[src/cbhe_pkg.sv]
// Package: command codes, CBOR constants and controller/datapath link types.
package cbhe_pkg;

  localparam int unsigned ADDR_WIDTH_DEF = 16;
  localparam int unsigned CMD_W          = 3;
  localparam int unsigned VALUE_W        = 64;
  localparam int unsigned FILL_W         = 16;
  localparam int unsigned CNT_W          = 4;   // holds up to nine bytes
  localparam int unsigned SEQ_W          = 72;  // head byte + up to eight argument bytes

  localparam logic [FILL_W-1:0] CAP_RESET = 16'd1024;

  typedef enum logic [CMD_W-1:0] {
    CMD_UINT   = 3'd0,
    CMD_TEXT   = 3'd1,
    CMD_RAW    = 3'd2,
    CMD_FLOAT  = 3'd3,
    CMD_BOOL   = 3'd4,
    CMD_ARRAY  = 3'd5,
    CMD_MAP    = 3'd6,
    CMD_BEGIN  = 3'd7
  } cmd_t;

  localparam logic [2:0] MAJOR_UINT  = 3'd0;
  localparam logic [2:0] MAJOR_TEXT  = 3'd3;
  localparam logic [2:0] MAJOR_ARRAY = 3'd4;
  localparam logic [2:0] MAJOR_MAP   = 3'd5;

  localparam logic [4:0] AI_INLINE_MAX = 5'd23;
  localparam logic [4:0] AI_ONE        = 5'd24;
  localparam logic [4:0] AI_TWO        = 5'd25;
  localparam logic [4:0] AI_FOUR       = 5'd26;
  localparam logic [4:0] AI_EIGHT      = 5'd27;

  localparam logic [7:0] BYTE_FLOAT32 = 8'hFA;
  localparam logic [7:0] BYTE_TRUE    = 8'hF5;
  localparam logic [7:0] BYTE_FALSE   = 8'hF4;

  // controller -> datapath
  typedef struct packed {
    logic load;    // latch the accepted item's byte sequence
    logic clear;   // begin frame: zero the fill count
    logic emit;    // move the next byte into the output register
  } dp_cmd_t;

  // datapath -> controller
  typedef struct packed {
    logic is_begin;   // item on the input is a begin frame
    logic last_byte;  // byte being emitted is the item's final one
  } dp_stat_t;

endpackage

[src/cbor_in_if.sv]
// Input channel interface: command and 64-bit argument.
interface cbor_in_if;
  logic        valid;
  logic        ready;
  logic [2:0]  cmd;
  logic [63:0] value;

  modport source (output valid, output cmd, output value, input ready);
  modport sink   (input valid, input cmd, input value, output ready);
endinterface

[src/cbor_out_if.sv]
// Result channel interface: one encoded byte per transfer.
interface cbor_out_if;
  logic        valid;
  logic        ready;
  logic [7:0]  out_byte;
  logic [15:0] out_addr;
  logic        kept;
  logic [15:0] fill_count;
  logic        last;

  modport source (output valid, output out_byte, output out_addr, output kept,
                  output fill_count, output last, input ready);
  modport sink   (input valid, input out_byte, input out_addr, input kept,
                  input fill_count, input last, output ready);
endinterface

[src/cbor_cfg_if.sv]
// Configuration write channel interface: buffer capacity.
interface cbor_cfg_if;
  logic        valid;
  logic        ready;
  logic [15:0] data;

  modport source (output valid, output data, input ready);
  modport sink   (input valid, input data, output ready);
endinterface

[src/cbhe_ctrl.sv]
// Controller: sequences item intake and byte emission, owns output valid.
module cbhe_ctrl (
  input  logic               clk,
  input  logic               rst_n,
  input  logic               in_valid,
  output logic               in_ready,
  output logic               out_valid,
  input  logic               out_ready,
  input  cbhe_pkg::dp_stat_t stat,
  output cbhe_pkg::dp_cmd_t  cmd
);
  import cbhe_pkg::*;

  typedef enum logic {
    ST_IDLE,
    ST_EMIT
  } state_t;

  state_t state_r, state_nxt;
  logic   out_valid_r, out_valid_nxt;
  logic   accept, emit;

  assign in_ready = (state_r == ST_IDLE);
  assign accept   = in_valid && in_ready;
  // output register frees up when empty or when its byte transfers now
  assign emit     = (state_r == ST_EMIT) && (!out_valid_r || out_ready);

  assign cmd.load  = accept && !stat.is_begin;
  assign cmd.clear = accept && stat.is_begin;
  assign cmd.emit  = emit;
  assign out_valid = out_valid_r;

  always_comb begin
    state_nxt     = state_r;
    out_valid_nxt = out_valid_r;
    if (out_ready) begin
      out_valid_nxt = 1'b0;
    end
    case (state_r)
      ST_IDLE: begin
        if (accept && !stat.is_begin) begin
          state_nxt = ST_EMIT;
        end
      end
      ST_EMIT: begin
        if (emit) begin
          out_valid_nxt = 1'b1;
          if (stat.last_byte) begin
            state_nxt = ST_IDLE;
          end
        end
      end
      default: state_nxt = ST_IDLE;
    endcase
  end

  always_ff @(posedge clk) begin
    if (!rst_n) begin
      state_r     <= ST_IDLE;
      out_valid_r <= 1'b0;
    end else begin
      state_r     <= state_nxt;
      out_valid_r <= out_valid_nxt;
    end
  end

endmodule

[src/cbhe_dp.sv]
// Datapath: head encoding, byte shift register, fill count and output register.
module cbhe_dp #(
  parameter int unsigned ADDR_WIDTH = cbhe_pkg::ADDR_WIDTH_DEF
) (
  input  logic               clk,
  input  logic               rst_n,
  input  logic [2:0]         in_cmd,
  input  logic [63:0]        in_value,
  input  logic               cfg_we,
  input  logic [15:0]        cfg_data,
  input  cbhe_pkg::dp_cmd_t  cmd,
  output cbhe_pkg::dp_stat_t stat,
  output logic [7:0]         out_byte,
  output logic [15:0]        out_addr,
  output logic               out_kept,
  output logic [15:0]        out_fill,
  output logic               out_last
);
  import cbhe_pkg::*;

  // highest fill the address space allows: 2^ADDR_WIDTH - 1
  localparam logic [32:0] ADDR_LIMIT = (33'd1 << ADDR_WIDTH) - 33'd1;

  logic [FILL_W-1:0] cap_r;
  logic [FILL_W-1:0] fill_r, fill_nxt;
  logic [SEQ_W-1:0]  seq_r;
  logic [CNT_W-1:0]  cnt_r;
  logic [7:0]        byte_r;
  logic [15:0]       addr_r;
  logic              kept_r;
  logic [15:0]       fill_out_r;
  logic              last_r;

  logic [SEQ_W-1:0]  seq_load;
  logic [CNT_W-1:0]  cnt_load;
  logic [2:0]        major;
  logic              fits;

  // encode the item into head byte + left-aligned argument bytes
  always_comb begin
    major    = MAJOR_UINT;
    seq_load = '0;
    cnt_load = CNT_W'(1);
    case (cmd_t'(in_cmd))
      CMD_TEXT:  major = MAJOR_TEXT;
      CMD_ARRAY: major = MAJOR_ARRAY;
      CMD_MAP:   major = MAJOR_MAP;
      default:   major = MAJOR_UINT;
    endcase
    case (cmd_t'(in_cmd))
      CMD_RAW: begin
        seq_load = {in_value[7:0], 64'd0};
      end
      CMD_FLOAT: begin
        seq_load = {BYTE_FLOAT32, in_value[31:0], 32'd0};
        cnt_load = CNT_W'(5);
      end
      CMD_BOOL: begin
        seq_load = {(in_value[0] ? BYTE_TRUE : BYTE_FALSE), 64'd0};
      end
      CMD_BEGIN: begin
        seq_load = '0;
      end
      default: begin
        if (in_value <= {59'd0, AI_INLINE_MAX}) begin
          seq_load = {major, in_value[4:0], 64'd0};
        end else if (in_value[63:8] == '0) begin
          seq_load = {major, AI_ONE, in_value[7:0], 56'd0};
          cnt_load = CNT_W'(2);
        end else if (in_value[63:16] == '0) begin
          seq_load = {major, AI_TWO, in_value[15:0], 48'd0};
          cnt_load = CNT_W'(3);
        end else if (in_value[63:32] == '0) begin
          seq_load = {major, AI_FOUR, in_value[31:0], 32'd0};
          cnt_load = CNT_W'(5);
        end else begin
          seq_load = {major, AI_EIGHT, in_value};
          cnt_load = CNT_W'(9);
        end
      end
    endcase
  end

  assign fits     = (fill_r < cap_r) && ({17'd0, fill_r} < ADDR_LIMIT);
  assign fill_nxt = fits ? fill_r + FILL_W'(1) : fill_r;

  assign stat.is_begin  = (cmd_t'(in_cmd) == CMD_BEGIN);
  assign stat.last_byte = (cnt_r == CNT_W'(1));

  always_ff @(posedge clk) begin
    if (!rst_n) begin
      cap_r  <= CAP_RESET;
      fill_r <= '0;
    end else begin
      if (cfg_we) begin
        cap_r <= cfg_data;
      end
      if (cmd.clear) begin
        fill_r <= '0;
      end else if (cmd.emit) begin
        fill_r <= fill_nxt;
      end
    end
  end

  // sequence and output payload need no reset
  always_ff @(posedge clk) begin
    if (cmd.load) begin
      seq_r <= seq_load;
      cnt_r <= cnt_load;
    end else if (cmd.emit) begin
      seq_r <= {seq_r[SEQ_W-9:0], 8'd0};
      cnt_r <= cnt_r - CNT_W'(1);
    end
    if (cmd.emit) begin
      byte_r     <= seq_r[SEQ_W-1 -: 8];
      addr_r     <= fill_r;
      kept_r     <= fits;
      fill_out_r <= fill_nxt;
      last_r     <= stat.last_byte;
    end
  end

  assign out_byte = byte_r;
  assign out_addr = addr_r;
  assign out_kept = kept_r;
  assign out_fill = fill_out_r;
  assign out_last = last_r;

endmodule

[src/cbor_item_head_encoder_unit.sv]
// Top level: bounded CBOR item head encoder, controller plus datapath.
//
// Usage notes:
// - in_if carries one command (cmd) and a 64-bit argument (value) per transfer.
//   Commands: uint, text head, raw byte, float32 bits, bool, array head,
//   map head, begin frame.
// - out_if carries one encoded byte per transfer with its buffer address,
//   kept flag (0 when the buffer is full), the fill count after the byte
//   and last on the final byte of the item.
// - cfg_if writes buffer_capacity (reset 1024); write only while idle.
// - An item produces N bytes (1..9); the byte sequencer emits one byte per
//   cycle, unless the output stalls, out of a 72-bit shift register.
//   A begin frame produces no transfer.
// - The input transfer fills the shift register; the first byte follows.
// - The next item is accepted as soon as the last byte sits in the output
//   register, even while that byte waits to be taken.
// - A stalled receiver holds the output register; the sequencer waits.
// - Synchronous active-low reset clears the fill count, the controller and
//   the output valid, and sets the capacity to 1024.
module cbor_item_head_encoder_unit #(
  parameter int unsigned ADDR_WIDTH = cbhe_pkg::ADDR_WIDTH_DEF
) (
  input  logic       clk,
  input  logic       rst_n,
  cbor_in_if.sink    in_if,
  cbor_out_if.source out_if,
  cbor_cfg_if.sink   cfg_if
);
  import cbhe_pkg::*;

  dp_cmd_t  dp_cmd;
  dp_stat_t dp_stat;
  logic     in_ready;
  logic     out_valid;

  // capacity register always takes a write
  assign cfg_if.ready = 1'b1;
  assign in_if.ready  = in_ready;
  assign out_if.valid = out_valid;

  cbhe_ctrl u_ctrl (
    .clk       (clk),
    .rst_n     (rst_n),
    .in_valid  (in_if.valid),
    .in_ready  (in_ready),
    .out_valid (out_valid),
    .out_ready (out_if.ready),
    .stat      (dp_stat),
    .cmd       (dp_cmd)
  );

  cbhe_dp #(
    .ADDR_WIDTH (ADDR_WIDTH)
  ) u_dp (
    .clk      (clk),
    .rst_n    (rst_n),
    .in_cmd   (in_if.cmd),
    .in_value (in_if.value),
    .cfg_we   (cfg_if.valid),
    .cfg_data (cfg_if.data),
    .cmd      (dp_cmd),
    .stat     (dp_stat),
    .out_byte (out_if.out_byte),
    .out_addr (out_if.out_addr),
    .out_kept (out_if.kept),
    .out_fill (out_if.fill_count),
    .out_last (out_if.last)
  );

endmodule

[src/flat_wrapper.sv]
// flat-port wrapper written by rule: the top's interface ports become plain ports
module cbor_item_head_encoder_unit_flat import cbhe_pkg::*;
#(
  parameter int unsigned ADDR_WIDTH = cbhe_pkg::ADDR_WIDTH_DEF
)
  (clk, rst_n, in_if_valid, in_if_cmd, in_if_value, in_if_ready, out_if_valid, out_if_out_byte, out_if_out_addr, out_if_kept, out_if_fill_count, out_if_last, out_if_ready, cfg_if_valid, cfg_if_data, cfg_if_ready);
  cbor_in_if in_if_i ();
  cbor_out_if out_if_i ();
  cbor_cfg_if cfg_if_i ();
  input  logic clk;
  input  logic rst_n;
  input wire logic [$bits(in_if_i.valid)-1:0] in_if_valid;
  input wire logic [$bits(in_if_i.cmd)-1:0] in_if_cmd;
  input wire logic [$bits(in_if_i.value)-1:0] in_if_value;
  output wire logic [$bits(in_if_i.ready)-1:0] in_if_ready;
  output wire logic [$bits(out_if_i.valid)-1:0] out_if_valid;
  output wire logic [$bits(out_if_i.out_byte)-1:0] out_if_out_byte;
  output wire logic [$bits(out_if_i.out_addr)-1:0] out_if_out_addr;
  output wire logic [$bits(out_if_i.kept)-1:0] out_if_kept;
  output wire logic [$bits(out_if_i.fill_count)-1:0] out_if_fill_count;
  output wire logic [$bits(out_if_i.last)-1:0] out_if_last;
  input wire logic [$bits(out_if_i.ready)-1:0] out_if_ready;
  input wire logic [$bits(cfg_if_i.valid)-1:0] cfg_if_valid;
  input wire logic [$bits(cfg_if_i.data)-1:0] cfg_if_data;
  output wire logic [$bits(cfg_if_i.ready)-1:0] cfg_if_ready;
  assign in_if_i.valid = in_if_valid;
  assign in_if_i.cmd = in_if_cmd;
  assign in_if_i.value = in_if_value;
  assign in_if_ready = in_if_i.ready;
  assign out_if_valid = out_if_i.valid;
  assign out_if_out_byte = out_if_i.out_byte;
  assign out_if_out_addr = out_if_i.out_addr;
  assign out_if_kept = out_if_i.kept;
  assign out_if_fill_count = out_if_i.fill_count;
  assign out_if_last = out_if_i.last;
  assign out_if_i.ready = out_if_ready;
  assign cfg_if_i.valid = cfg_if_valid;
  assign cfg_if_i.data = cfg_if_data;
  assign cfg_if_ready = cfg_if_i.ready;
  cbor_item_head_encoder_unit #(.ADDR_WIDTH(ADDR_WIDTH)) u_core (.clk(clk), .rst_n(rst_n), .in_if(in_if_i), .out_if(out_if_i), .cfg_if(cfg_if_i));
endmodule
[config.mk]
export PLATFORM = sky130hd
export DESIGN_NAME = cbor_item_head_encoder_unit_flat
export DESIGN_NICKNAME = d
export VERILOG_FILES = /design/src/cbhe_pkg.sv /design/src/cbor_in_if.sv /design/src/cbor_out_if.sv /design/src/cbor_cfg_if.sv /design/src/cbhe_ctrl.sv /design/src/cbhe_dp.sv /design/src/cbor_item_head_encoder_unit.sv /design/src/flat_wrapper.sv
export SDC_FILE = /design/constraint.sdc
export NUM_CORES = 1
export LEC_CHECK = 0
export ABC_AREA = 1
export BUFFER_PORTS_ARGS = -buffer_cell sky130_fd_sc_hd__buf_2
export CAP_MARGIN = 15
export CORE_ASPECT_RATIO = 1.5
export CORE_MARGIN = 4
export CORE_UTILIZATION = 40
export DETAILED_ROUTE_END_ITERATION = 8
export PLACE_DENSITY = 0.67
export SLEW_MARGIN = 0
export SYNTH_ARGS = -nofsm -noshare
export SYNTH_HDL_FRONTEND = slang
export SYNTH_HIERARCHICAL = 1
export SYNTH_SLANG_ARGS = --single-unit
[constraint.sdc]
create_clock -name clk -period 3.3 [get_ports clk]
set_clock_uncertainty 0.05 [all_clocks]
set_input_delay 0.33 -clock clk [delete_from_list [all_inputs] [get_ports clk]]
set_output_delay 0.33 -clock clk [all_outputs]
set_load 0.1 [all_outputs]
# Word-level counts from Yosys, hierarchy flattened
# Index checks and enable logic that the tools add are counted.
# totals
ff_bits,152
input_bits,88
out_inout_bits,45
word_cells,64
# classes
n_addsub,2
magnitude_cmp,3
n_eq_ne,8
n_mux,24
bitwise,2
n_reduce_logical,14
# op_table
op,n
$pmux W72 S4,1
$mux W72,2
$mux W66,2
$mux W69,1
$mux W65,1
$le A64 B5 Y1 const B,1
$logic_not A56 Y1,1
$logic_not A48 Y1,1
$logic_not A32 Y1,1
$mux W4,6
$add A16 B1 Y16 const B,1
$lt A16 B16 Y1,1
$lt A16 B16 Y1 const B,1
$mux W16,1
$eq A3 B3 Y1 const B,4
$pmux W3 S3,1
$pmux W4 S2,1
$mux W1,7
$eq A3 B2 Y1 const B,2
$logic_and A1 B1 Y1,5
$eq A4 B1 Y1 const B,1
$sub A4 B1 Y4 const B,1
$eq A3 B1 Y1 const B,1
$reduce_or A3 Y1,1
6 further kinds,8

# Longest topological paths before layout
# Gate-level depths: netlist of the first run.
# logic_depth
word_depth,7
mapped_depth,15

# Modules after synthesis
# The synthesis of the first run kept the hierarchy.
# modules_own_cells
mod,instances,cells_per_inst,area_each_um2
cbhe_dp,1,920,7972.6
cbhe_ctrl,1,17,116.4
cbor_item_head_encoder_unit,1,2,11.3

# Least setup slack after synthesis of the first run
# OpenSTA, ideal clock, no wires.
# synth_path
path_kind,flip-flop to flip-flop
startpoint,"register u_core.u_ctrl.out_valid_r, in the netlist u_core/u_ctrl/out_valid"
endpoint,"register u_core.u_dp.cnt_r[0], enable pin"
setup_time_ns,0.767
arrival_time_ns,3.387
required_time_ns,2.483
slack_ns,-0.904
stages_incl_launch_ff,7
path_buffers,3
synth_period_minus_slack_ns,4.204
cell_sequence,dfxtp_1 > a21oi_1 > buf_4 > clkbuf_1 > inv_1 > clkbuf_1 > nand2_1
# synth_between
elab_chain_len,4
# synth_rtl
item,line,text
"start, declared",cbhe_ctrl.sv:20,"logic out_valid_r, out_valid_nxt;"
"start signal, assigned",cbhe_ctrl.sv:63,out_valid_r <= out_valid_nxt;
$logic_not A1 Y1,cbhe_ctrl.sv:26,assign emit = (state_r == ST_EMIT) && (!out_valid_r || out_ready);
$logic_or A1 B1 Y1,cbhe_ctrl.sv:26,
$logic_and A1 B1 Y1,cbhe_ctrl.sv:26,
via u_core.u_ctrl.emit,cbhe_ctrl.sv:21,"logic accept, emit;"
$reduce_bool A2 Y1 (no line),--,
"end signal, assigned",cbhe_dp.sv:110,cnt_r <= cnt_load;
"end signal, assigned",cbhe_dp.sv:113,cnt_r <= cnt_r - CNT_W'(1);
"end, declared",cbhe_dp.sv:27,logic [CNT_W-1:0] cnt_r;
# The timed path passes the listed nets, and every way through them passes these cells.
# A chain may end at the register's enable or synchronous reset.

# Worst setup path in the final report of the first run
# layout_path
startpoint,register u_core.u_dp.fill_r[11]
endpoint,"register u_core.u_dp.fill_out_r[11], in the netlist u_core/u_dp/out_fill[11] (data pin)"
# layout_between
elab_chain_len,3
# layout_rtl
item,line,text
"start, declared",cbhe_dp.sv:25,"logic [FILL_W-1:0] fill_r, fill_nxt;"
"start signal, assigned",cbhe_dp.sv:101,fill_r <= fill_nxt;
$lt A16 B16 Y1,cbhe_dp.sv:84,"assign fits = (fill_r < cap_r) && ({17'd0, fill_r} < ADDR_LIMIT);"
$logic_and A1 B1 Y1,cbhe_dp.sv:84,
$mux W16 *,cbhe_dp.sv:85,assign fill_nxt = fits ? fill_r + FILL_W'(1) : fill_r;
via u_core.u_dp.fill_nxt[11],cbhe_dp.sv:25,
"end signal, assigned",cbhe_dp.sv:119,fill_out_r <= fill_nxt;
"end, declared",cbhe_dp.sv:31,logic [15:0] fill_out_r;
# The timed path passes the listed nets; every way through them passes the cells marked *.

==> parameters.txt, run 1 <==
Parameter                              Value

Outcome
  Run status ... finished clean

Global route
  Remaining global-route overflow ... 0
  Number of antenna violations at the first check in global routing ... 0
  First-pass GRT wire length ... 35900 um
  Largest net degree at the start of global routing ... 61
  GRT Resource Usage Total ... 21.0%
  Number of global-route vias before repair ... 6830

Logic synthesis
  #FFs+latches synth ... 152
  Area share of the largest cell type after synthesis ... 43.7%
  Average instance area after synthesis ... 8.63 sq um
  Number of warnings printed during yosys synthesis ... 6
  List of most frequent post-synthesis cells ... sky130_fd_sc_hd__nand2_1, sky130_fd_sc_hd__edfxtp_1, sky130_fd_sc_hd__nor2_1
  Synthesized net count ... 1045
  Top_reg_cell synth ... sky130_fd_sc_hd__edfxtp_1
  Sequential fraction of the synthesis area ... 52.1%
  Synthesized area ... 8100 sq um
  Async set or reset register ratio after synthesis ... 0%
  Top post-synthesis cells by area ... sky130_fd_sc_hd__edfxtp_1, sky130_fd_sc_hd__dfxtp_1, sky130_fd_sc_hd__nand2_1
  Cell taking the most area after synthesis ... sky130_fd_sc_hd__edfxtp_1
  Cell count after synthesis ... 939
  Library cell with the highest instance count after synthesis ... sky130_fd_sc_hd__nand2_1
  EDFF count, synth ... 118
  Post-synth cell types ... 44

Worst setup path
  Startpoint of the worst-slack reg-to-reg timing path ... u_core/u_dp/fill_r[11]
  Critical path arrival ... 2.45 ns
  Series of cell instances along the critical path ... ha_1, a21oi_1, o21ai_0, nand2_1, nand2_1, nor2_4, nand2_4, nand2_1, nand2_1
  Nature of the critical path endpoint ... flop
  Critical Path Max Stage Delay ... 0.48 ns
  Buffer and inverter count on the worst path ... 0
  Cell family with the largest share of critical-path delay ... simple AND/OR/NAND/NOR gates
  CP startpoint ... u_core/u_dp/fill_r[11]
  Highest fanout seen on the critical path ... 17
  Critical Path RT ... 3.42 ns
  Category of the worst setup path launch point ... flop
  Cell with the largest stage delay on the worst path ... sky130_fd_sc_hd__dfxtp_1
  Cell mode on critical path ... sky130_fd_sc_hd__nand2_1
  Type of the worst setup path ... flop to flop

Place
  Routability-driven placement congestion ratio ... 0.941
  Cell count after placement ... 1298
  Port-buffer cells ... 131
  Pre-CTS worst setup slack ... 0.704 ns
  Detailed Place HPWL ... 17300 um

Power
  Overall power ... 5.70 mW
  Peak supply drop ... 0.377 mV
  Leakage power ... 4.15 nW
  Power density over cell area ... 595 nW/um^2

Floorplan
  Starting density of the core ... 40.8%
  Floorplan die width ... 124 um
  Ports ... 133
  Number of cell rows ... 63
  Area of the placeable core ... 19900 sq um
  Area of the die ... 22600 sq um
  Die outline height ... 182 um

Hold path
  Origin of the worst min-delay path ... cfg_if_data[0]
  Min-delay worst type ... primary input to flop

STA
  Tightest slew margin relative to the limit ... 42.9%
  Time the final worst path needs with I/O delays and setup ... 2.33 ns
  Achievable frequency ... 430 MHz
  Number of setup violations in the final report ... 0
  Tcrit/Tclk final ... 70.5%
  Final Max Slew Viols ... 0
  Unrepaired setup endpoints after global routing ... false
  Slew of the pin with the lowest slew margin ... 0.856 ns
  TNS Setup ... 0 ns
  Final WS setup ... 0.972 ns
  Hold Violations, Final ... 0

CTS
  Clock insertion delay at the later pin of the skew report ... 0.43 ns
  Post-CTS sizing ... 0
  Total CTS buffers ... 17
  Number of buffers inserted by post-CTS setup repair ... 0
  Buffer cell driving the clock tree root ... sky130_fd_sc_hd__clkbuf_16
  Num Clock Sinks ... 152
  CTS H-Tree Depth ... 4
  Maximum root-to-sink buffer count ... 2
  Clock-pin slew reported for the worst setup and hold paths after clock tree synthesis ... 0.06 ns
  Hold buffer count at cts ... 0
  CTS tree ... done

Finish
  Ant diodes ... 0
  Layout-stage area growth over the synthesis result ... 18.1%
  Fraction of final layout cells sized beyond drive strength 1 ... 20.0%
  Fill cell total of the finished layout ... 1939
  Utilization of the core after routing ... 48.2%
  Post-layout net count ... 1163
  Final Instance Count excl. Fillers ... 1330

Drt
  Detailed-route DRC error count ... 0
  Aggregate routed wire length ... 23500 um
  Post-route ant nets ... 0
  Count of routing violations after the opening detailed-route iteration ... 718
  Post-detailed-route wirelength per cell ... 17.7 um
  Avg Vias per Cell ... 5.30
  Routed via count ... 7049
  Number of detailed-routing iterations run before antenna repair ... 5

Flow run
  Reported max-cap violation count ... 0
-- sequential cells by signal (all words and copies together) (netlist names) --
register                 count
u_core/u_dp/out_last         1
u_core/u_dp/cnt_r            4
u_core/u_dp/out_byte         8
u_core/u_dp/seq_r           72
u_core/u_dp/out_kept         1
u_core/u_dp/cap_r           16
u_core/u_dp/fill_r          16
u_core/u_ctrl/out_valid      1
u_core/u_ctrl/state_r        1
u_core/u_dp/out_fill        16
u_core/u_dp/out_addr        16
-- cells in the final DEF (no fill, tap or decap), drive strengths merged, types with 2 or more instances in the layout --
cell	n
nand4	6
o21ai	70
dfxtp	34
nand2	166
clkinvlp	3
a31oi	3
nor4	2
ha	18
edfxtp	118
nor3	7
bufinv	3
xor2	12
nor2	124
clkbuf	19
o21bai	15
buf	142
clkinv	7
inv	118
a32o	4
a21oi	111
nand3	78
-- power breakdown --
part	internal (mW)	leakage [nW]	total (mW)	switching, mW
sequential	2.38	1.43	2.49	0.109
clock	1.18	0.276	1.96	0.779
combinational	0.310	2.44	1.25	0.937
-- metal layers --
metal	track usage [%]	wire length (um)	up-vias
li1	-	-	3393
met1	23.5	8490	3242
met2	36.6	12300	348
met3	3.78	1570	66
met4	12.2	1150	0
met5	0	0	-
-- area by class of cell --
cell class | instances | area (sq um) | area share (%)
Clock buffer | 19 | 433 | 4.52
Clock inverter | 13 | 155 | 1.62
Inverter | 118 | 444 | 4.64
Multi-Input combinational cell | 626 | 3210 | 33.6
Sequential cell | 152 | 4220 | 44.1
Tap cell | 260 | 325 | 3.40
Timing Repair Buffer | 142 | 776 | 8.11
-- kinds of logic (layout without fill, tap and decap cells) --
| group | count (synthesis) | count (layout) | share of synthesized area (%) |
|---|---|---|---|
| simple gates | 385 | 385 | 21.2 |
| compound gates | 209 | 209 | 14.0 |
| buf+inv | 161 | 292 | 8.42 |
| flops | 152 | 152 | 52.1 |
| fa+ha+maj | 18 | 18 | 2.78 |
| xor+xnor | 13 | 13 | 1.41 |
| other cells | 1 | 1 | 0.0463 |
-- metrics by stage --
| step | hold slack, ns | area, sq um |
|---|---|---|
| 6_report | 0.105 | 9570 |
| 4_1_cts | 0.0865 | 9570 |
| 2_1_floorplan | 0.350 | 8110 |
| 3_5_place_dp | 0.367 | 8980 |
| 3_3_place_gp | 0.353 | 8980 |
| 5_1_grt | 0.118 | 9570 |
-- worst register-to-register path, stage by stage (launching register included) --
cell	delay [ns]
sky130_fd_sc_hd__dfxtp_1	0.48
sky130_fd_sc_hd__ha_1	0.30
sky130_fd_sc_hd__a21oi_1	0.12
sky130_fd_sc_hd__o21ai_0	0.09
sky130_fd_sc_hd__nand2_1	0.07
sky130_fd_sc_hd__nand2_1	0.08
sky130_fd_sc_hd__nor2_4	0.39
sky130_fd_sc_hd__nand2_4	0.27
sky130_fd_sc_hd__nand2_1	0.15
sky130_fd_sc_hd__nand2_1	0.08
-- path summary, 6_finish.rpt --
path	slack, ns	to	cells past startpoint
min	0.11	u_core/u_dp/cap_r[0]	3
min reg2reg	0.39	u_core/u_dp/out_byte[0]	0
max	0.97	u_core/u_dp/out_fill[11]	9
max reg2reg	0.97	u_core/u_dp/out_fill[11]	9
(Power assumes the default switching activity.)
==> inputs of run 2 (changes only) <==
- clock period: 3.3 -> 1.9 ns (I/O delays scaled with it)
==> run 2 against run 1 <==
Effect of this change:
- the flow now finishes with violations (negative hold slack, negative setup slack)
- via count rose by 7.7%
- register-to-register slack lost 1.0 ns
- design area rose by 14%
- first-iteration DRC count rose by 23%
- worst setup slack got worse by 1.0 ns
- critical path depth is 2 higher
- fmax up 20%
- non-clock buffer count grew 104
- hold slack worse by 0.13 ns
- clock power rose by 60%
- global-route usage is 1.4 points higher
- largest cell class unchanged
- largest power group unchanged
==> parameters.txt, run 2 (synthesis results as in run 1) <==
Parameter                              Value

Finish
  Most flops, register ... u_core/u_dp/seq_r
  Max FFs per register ... 72 (unchanged)
  Utilization of the core after routing ... 54.7% (+6.5 points)
  Fill cell total of the finished layout ... 1822 (-6.0%)
  Multi-input logic area ... 3500 sq um (+9.1%)
  Fraction of final layout cells sized beyond drive strength 1 ... 31.9% (+12 points)
  Ant diodes ... 0 (unchanged)
  Post-layout net count ... 1267 (+8.9%)
  Sequential cell area ... 4260 sq um (+0.74%)
  Most frequent standard cell in the layout excluding fill and tap cells ... sky130_fd_sc_hd__nand2_1
  Leading cell types in the layout, fill and taps excluded ... sky130_fd_sc_hd__nand2_1, sky130_fd_sc_hd__buf_2, sky130_fd_sc_hd__edfxtp_1
  Layout-stage area growth over the synthesis result ... 34.2%
  Finished layout cell area ... 10900 sq um (+14%)

Place
  Port-buffer cells ... 131 (unchanged)
  Pre-CTS worst setup slack ... -0.169 ns (-0.873 ns)
  Placement Cell Area ... 9760 sq um (+8.7%)
  Detailed Place HPWL ... 18500 um (+6.8%)
  Routability-driven placement congestion ratio ... 0.972 (+3.3%)

CTS
  Clock insertion delay at the later pin of the skew report ... 0.42 ns (about the same)
  Buffer cell driving the clock tree root ... sky130_fd_sc_hd__clkbuf_16
  Maximum root-to-sink buffer count ... 2 (unchanged)
  Clock-pin slew reported for the worst setup and hold paths after clock tree synthesis ... 0.06 ns (about the same)
  CTS H-Tree Depth ... 4 (unchanged)
  CTS tree ... done
  Num Clock Sinks ... 152 (unchanged)
  Total CTS buffers ... 17 (unchanged)

Global route
  Number of global-route vias before repair ... 7282 (+6.6%)
  Number of antenna violations at the first check in global routing ... 0 (unchanged)
  GRT Resource Usage Total ... 22.4% (+1.4 points)
  Remaining global-route overflow ... 0 (unchanged)
  Largest net degree at the start of global routing ... 61 (unchanged)
  First-pass GRT wire length ... 38200 um (+6.6%)

Floorplan
  Area of the die ... 22600 sq um (unchanged)
  Floorplan die width ... 124 um (unchanged)
  Starting density of the core ... 40.8% (unchanged)
  Ports ... 133 (unchanged)
  Die outline height ... 182 um (unchanged)
  Area of the placeable core ... 19900 sq um (unchanged)
  Number of cell rows ... 63 (unchanged)

STA
  Final Max Slew Viols ... 0 (unchanged)
  Unrepaired setup endpoints after global routing ... true
  Tightest slew margin relative to the limit ... 63.6% (+21 points)
  Slew of the pin with the lowest slew margin ... 0.546 ns (-0.309 ns)
  Achievable frequency ... 514 MHz (+20%)
  Final worst hold slack ... -0.0226 ns (-0.128 ns)
  Tcrit/Tclk final ... 102% (+32 points)
  Number of setup violations in the final report ... 10 (+10)
  Final WS setup ... -0.0446 ns (-1.02 ns)
  Time the final worst path needs with I/O delays and setup ... 1.94 ns (-0.383 ns)
  Hold Violations, Final ... 1 (+1)

Worst setup path
  Category of the worst setup path launch point ... flop
  Critical Path RT ... 2.02 ns (-1.40 ns)
  Critical path arrival ... 2.06 ns (-0.39 ns)
  Nature of the critical path endpoint ... flop
  Series of cell instances along the critical path ... inv_2, ha_4, nand2_4, o21ai_1, nand2_1, nand2_2, nor2_4, buf_6, clkbuf_16, nand3_2, nand2_1
  Flop2flop setup slack ... -0.04 ns (-1.02 ns)
  Cell with the largest stage delay on the worst path ... sky130_fd_sc_hd__dfxtp_1
  Cell mode on critical path ... sky130_fd_sc_hd__nand2_1
  Type of the worst setup path ... flop to flop
  Highest fanout seen on the critical path ... 5 (-12)
  Critical Path Max Stage Delay ... 0.32 ns (-0.16 ns)

Flow run
  Reported max-cap violation count ... 0 (unchanged)

Drt
  Number of detailed-routing iterations run before antenna repair ... 5 (unchanged)
  Post-detailed-route wirelength per cell ... 17.9 um (+1.3%)
  Count of routing violations after the opening detailed-route iteration ... 885 (+23%)
  Aggregate routed wire length ... 25700 um (+9.2%)
  Avg Vias per Cell ... 5.30 (about the same)
  Detailed-route DRC error count ... 0 (unchanged)
  Routed via count ... 7594 (+7.7%)
  Post-route ant nets ... 0 (unchanged)

Outcome
  Run status ... complete, but fails checks
  Failing checks ... negative hold slack, negative setup slack

Hold path
  Min-delay worst type ... primary input to flop

Power
  Power density over cell area ... 942 nW/um^2 (+58%)
  Leakage power ... 4.76 nW (+15%)
  Peak supply drop ... 0.579 mV (+53%)
run 2: changes by cell type in the layout (fill, tap and decap cells not counted), moves of 11 or more:
cell and change:
sky130_fd_sc_hd__buf_4 +75, sky130_fd_sc_hd__ha_1 -11, sky130_fd_sc_hd__buf_12 +13, sky130_fd_sc_hd__nand3_1 -11, sky130_fd_sc_hd__dfxtp_2 +16, sky130_fd_sc_hd__dfxtp_1 -19
run 2: stage by stage:
| step | power [mW] | cells | setup TNS [ns] |
|---|---|---|---|
| 2_1_floorplan | 6.00 | 939 | -4.20 |
| 3_3_place_gp | 6.75 | 1382 | -1.59 |
| 3_5_place_dp | 6.78 | 1382 | -2.93 |
| 4_1_cts | 10.1 | 1432 | -0.0174 |
| 5_1_grt | 10.7 | 1434 | -1.30 |
| 6_report | 10.2 | 1434 | -0.160 |
run 2: critical path, delay by kind of cell, from the launching register on:
family	cells	cell delay [ns]
AOI/OAI and AO/OA	1	0.17
DFF	1	0.32
adders and majority gates	1	0.28
buffers and inverters	3	0.36
and+or+nand+nor	6	0.51
run 2: power by group:
part | internal [mW] | total (mW) | leakage (nW) | switching [mW]
sequential | 4.14 | 4.29 | 1.44 | 0.157
combinational | 0.943 | 2.81 | 3.06 | 1.87
clock | 1.80 | 3.13 | 0.263 | 1.33
run 2: final cells by class:
class / instances / share of cell area [%]
repair buffers: 246 / 16.4
multi-input cells: 626 / 32.3
clock buffers: 21 / 4.05
clock inverters: 11 / 0.921
inverters: 118 / 4.23
well taps: 260 / 2.99
flip-flops and latches: 152 / 39.2
run 2: metal layers:
layer | track usage [%] | up-vias | wire, um
li1 | - | 3594 | -
met1 | 24.8 | 3526 | 9130
met2 | 40.3 | 375 | 13500
met3 | 4.19 | 99 | 1710
met4 | 11.1 | 0 | 1330
met5 | 0 | - | 0
run 2: path summary, 6_finish.rpt:
kind / startpoint / end / cells after the start
worst min-delay path: cfg_if_valid / u_core/u_dp/cap_r[10] / 2
worst max register to register: u_core/u_dp/cap_r[10] / u_core/u_dp/out_fill[15] / 11
worst min register to register: u_core/u_dp/seq_r[69] / u_core/u_dp/out_byte[5] / 0
worst max-delay path: u_core/u_dp/cap_r[10] / u_core/u_dp/out_fill[15] / 11
run 2: what timing repair did:
item                       in CTS  in global routing
setup buffers                   8                  2
setup endpoints to repair      33                 34
gates cloned                    0                  1
hold buffers                   10                  0
hold endpoints to repair        7                  0
pin swaps                      15                 19
resized for setup              30                 54
==> inputs of run 3 (changes only) <==
- PLACE_DENSITY: 0.67 -> not set
- SYNTH_HIERARCHICAL: 1 -> not set
==> run 3 against run 2 <==
Effect of this change:
- the run ends with negative setup slack left
- hold slack better by 0.042 ns
- sequential share of layout area is 0.21 points higher
- via count is 3.0% lower
- synthesized area is 1.2% lower
- clock-buffer cell count is 3 lower
- register-to-register slack hardly changed
- design area is 0.83% lower
- wire length is 5.5% lower
- first-iteration DRC count is 33% lower
- global-route usage is 0.87 points lower
- highest routed layer is now met5
==> parameters.txt, run 3 <==
Parameter                              Value

Outcome
  Run status ... complete, but fails checks
  Failing checks ... negative setup slack

Logic synthesis
  Number of warnings printed during yosys synthesis ... 0 (-6)
  Post-Synth XOR/XNOR Area ... 1.42% (+0.017 points)
  Async set or reset register ratio after synthesis ... 0% (unchanged)
  Area share of fa/ha/maj cells after synthesis ... 2.81% (+0.033 points)
  Top post-synthesis cells by area ... sky130_fd_sc_hd__edfxtp_1, sky130_fd_sc_hd__dfxtp_1, sky130_fd_sc_hd__a21oi_1
  Cell count after synthesis ... 910 (-3.1%)
  Top_reg_cell synth ... sky130_fd_sc_hd__edfxtp_1
  Synthesized net count ... 1016 (-2.8%)
  Compound-gate portion of the synthesized area ... 14.5% (+0.43 points)
  EDFF count, synth ... 118 (unchanged)
  Sequential fraction of the synthesis area ... 52.8% (+0.62 points)
  #FFs+latches synth ... 152 (unchanged)
  Post-synth cell types ... 42 (-4.5%)
  Library cell with the highest instance count after synthesis ... sky130_fd_sc_hd__nand2_1
  Average instance area after synthesis ... 8.80 sq um (+2.0%)
  Fraction of the mapped netlist area in simple logic gates ... 20.9% (-0.23 points)
  Dominant combinational cell family by area after synthesis ... simple AND/OR/NAND/NOR gates
  List of most frequent post-synthesis cells ... sky130_fd_sc_hd__nand2_1, sky130_fd_sc_hd__a21oi_1, sky130_fd_sc_hd__nor2_1
  Area share of the largest cell type after synthesis ... 44.3% (+0.52 points)
  Synthesized area ... 8010 sq um (-1.2%)
  Multiplexer share of the synthesized area ... 0% (unchanged)
  Cell taking the most area after synthesis ... sky130_fd_sc_hd__edfxtp_1

Power
  Pint ... 6.77 mW (-1.6%)
  Net switching power ... 3.35 mW (-0.21%)
  Part of the power in registers ... 42.1% (+0.2 points)
  Clk network pwr share ... 32.3% (+1.7 points)
  Combinational share of power ... 25.6% (-1.9 points)
  Power density over cell area ... 939 nW/um^2 (-0.30%)
  Overall power ... 10.1 mW (-1.1%)
  Leakage power ... 4.70 nW (-1.3%)
  Switch share ... 33.1% (+0.31 points)
  Peak supply drop ... 0.778 mV (+34%)

Worst setup path
  Category of the worst setup path launch point ... flop
  Critical path arrival ... 2.28 ns (+0.22 ns)
  Flop2flop setup slack ... -0.06 ns (about the same)
  Worst r2r dst ... u_core.u_dp.fill_r[15]
  Startpoint of the worst-slack reg-to-reg timing path ... u_core.u_dp.cap_r[10]
  Highest fanout seen on the critical path ... 5 (unchanged)
  Worst setup path endpoint ... u_core.u_dp.fill_r[15]
  Length in cells of the worst reg-to-reg path ... 12 (+1)
  CP startpoint ... u_core.u_dp.cap_r[10]
  Critical Path RT ... 2.22 ns (+0.20 ns)
  Type of the worst setup path ... flop to flop
  Nature of the critical path endpoint ... flop

Floorplan
  Starting density of the core ... 40.6% (-0.16 points)
  Ports ... 133 (unchanged)
  Area of the die ... 22400 sq um (-1.1%)
  Area of the placeable core ... 19700 sq um (-0.79%)
  Die outline height ... 181 um (-0.56%)
  Number of cell rows ... 63 (unchanged)
  Floorplan die width ... 124 um (-0.55%)

Finish
  Ant diodes ... 0 (unchanged)
  Leading cell types in the layout, fill and taps excluded ... sky130_fd_sc_hd__nand2_1, sky130_fd_sc_hd__buf_2, sky130_fd_sc_hd__a21oi_1
  Fraction of final layout cells sized beyond drive strength 1 ... 32.9% (+0.92 points)
  Most frequent standard cell in the layout excluding fill and tap cells ... sky130_fd_sc_hd__nand2_1
  Fill cell total of the finished layout ... 1798 (-1.3%)
  Utilization of the core after routing ... 54.7% (about the same)
  Multi-input logic area ... 3630 sq um (+3.7%)
  Max FFs per register ... 72 (unchanged)
  Post-layout net count ... 1234 (-2.6%)
  Layout-stage area growth over the synthesis result ... 34.6%
  Most flops, register ... u_core.u_dp.seq_r
  Sequential cell area ... 4240 sq um (-0.29%)
  Final Instance Count excl. Fillers ... 1401 (-2.3%)

Global route
  Largest net degree at the start of global routing ... 61 (unchanged)
  Remaining global-route overflow ... 0 (unchanged)
  First-pass GRT wire length ... 36900 um (-3.6%)
  Number of global-route vias before repair ... 7088 (-2.7%)
  GRT Resource Usage Total ... 21.5% (-0.87 points)
  Number of antenna violations at the first check in global routing ... 1 (+1)

Place
  Port-buffer cells ... 131 (unchanged)
  Routability-driven placement congestion ratio ... 0.922 (-5.2%)
  Detailed Place HPWL ... 17800 um (-3.8%)
  Pre-CTS worst setup slack ... -0.104 ns (+0.0648 ns)
  Cell count after placement ... 1352 (-2.2%)

STA
  Final Max Slew Viols ... 0 (unchanged)
  Hold Violations, Final ... 0 (-1)
  TNS Setup ... -0.451 ns (-0.291 ns)
  Unrepaired setup endpoints after global routing ... true
  Final WS setup ... -0.0588 ns (-0.0141 ns)
  Tcrit/Tclk final ... 103% (+0.74 points)
  Achievable frequency ... 511 MHz (-0.72%)
  Time the final worst path needs with I/O delays and setup ... 1.96 ns (+0.0141 ns)
  Number of setup violations in the final report ... 18 (+8)

CTS
  CTS tree ... done
  Num Clock Sinks ... 152 (unchanged)
  Total CTS buffers ... 17 (unchanged)
  Clock insertion delay at the later pin of the skew report ... 0.43 ns (about the same)
  Clock-pin slew reported for the worst setup and hold paths after clock tree synthesis ... 0.07 ns (about the same)
  CTS H-Tree Depth ... 4 (unchanged)
  Buffer cell driving the clock tree root ... sky130_fd_sc_hd__clkbuf_16
  Maximum root-to-sink buffer count ... 2 (unchanged)

Drt
  Aggregate routed wire length ... 24300 um (-5.5%)
  Count of routing violations after the opening detailed-route iteration ... 593 (-33%)
  Number of detailed-routing iterations run before antenna repair ... 6 (+1)
  Avg Vias per Cell ... 5.26 (-0.74%)
  Post-detailed-route wirelength per cell ... 17.3 um (-3.3%)
  Detailed-route DRC error count ... 0 (unchanged)
  Routed via count ... 7364 (-3.0%)
  Post-route ant nets ... 0 (unchanged)

Hold path
  Min-delay worst type ... primary input to flop

Flow run
  Reported max-cap violation count ... 0 (unchanged)
==> run 3: kinds of logic after synthesis <==
| kind of cell | after synthesis |
|---|---|
| AOI/OAI and AO/OA | 207 |
| xor gates and xnor gates | 13 |
| adders and majority gates | 18 |
| buffers and inverters | 135 |
| DFF | 152 |
| other | 1 |
| and+or+nand+nor | 384 |
==> run 3: worst max-delay path: stages (launching register included) <==
cell	delay [ns]
sky130_fd_sc_hd__dfxtp_2	0.35
sky130_fd_sc_hd__inv_4	0.05
sky130_fd_sc_hd__ha_4	0.27
sky130_fd_sc_hd__nand2_4	0.05
sky130_fd_sc_hd__nor4_4	0.32
sky130_fd_sc_hd__buf_4	0.19
sky130_fd_sc_hd__nand2_8	0.09
sky130_fd_sc_hd__buf_8	0.15
sky130_fd_sc_hd__nand2_8	0.09
sky130_fd_sc_hd__nand2_2	0.07
sky130_fd_sc_hd__nand3_1	0.11
sky130_fd_sc_hd__nand2_2	0.07
sky130_fd_sc_hd__inv_2	0.05
==> run 3: worst min path at each step <==
stage                                      from                      end  slack [ns]  cells after the start
after floorplan                    cfg_if_valid    u_core.u_dp.cap_r[10]        0.25                      1
after global placement    u_core.u_dp.seq_r[70]  u_core.u_dp.out_byte[6]        0.36                      0
after detailed placement  u_core.u_dp.seq_r[65]  u_core.u_dp.out_byte[1]        0.36                      0
after CTS                       cfg_if_data[15]    u_core.u_dp.cap_r[15]       0.002                      3
after global routing            cfg_if_data[13]    u_core.u_dp.cap_r[13]        0.05                      3
final                            cfg_if_data[4]     u_core.u_dp.cap_r[4]        0.02                      3
==> run 3: cell type report <==
class,count,area share (%)
flip-flops and latches,152,39.4
multi-input cells,625,33.7
repair buffers,237,15.3
clock buffers,18,3.98
inverters,95,3.34
well taps,260,3.02
clock inverters,14,1.25
==> run 3: layer usage <==
| metal | up-vias | global-route usage (%) | share of wire, % |
|---|---|---|---|
| met5 | - | 0 | 0.029 |
| met4 | 2 | 9.62 | 4.3 |
| met3 | 66 | 4.29 | 5.9 |
| met2 | 311 | 38.3 | 53 |
| met1 | 3440 | 24.4 | 37 |
| li1 | 3545 | - | - |
==> run 3: through the flow <==
stage / hold WS [ns] / instance area [sq um]
after floorplan: 0.251 / 8030
after detailed placement: 0.355 / 9560
after CTS: 0.00223 / 10500
after global placement: 0.355 / 9560
after global routing: 0.0466 / 10800
final: 0.0198 / 10800
==> run 3: power by group through the flow <==
stage | registers (mW) | logic, mW | clock network [mW]
3_5_place_dp | 4.31 | 2.26 | 0
2_1_floorplan | 4.85 | 1.00 | 0
5_1_grt | 4.29 | 2.80 | 3.48
4_1_cts | 4.25 | 2.45 | 3.32
3_3_place_gp | 4.29 | 2.25 | 0
6_report | 4.26 | 2.59 | 3.27
==> run 3: repair_timing <==
item,in CTS,in global routing
gates resized for setup,48,56
cloned,3,0
pin swaps,19,21
hold endpoints to repair,8,0
endpoints found under the setup margin,33,33
hold buffers,9,0
setup buffers,4,1
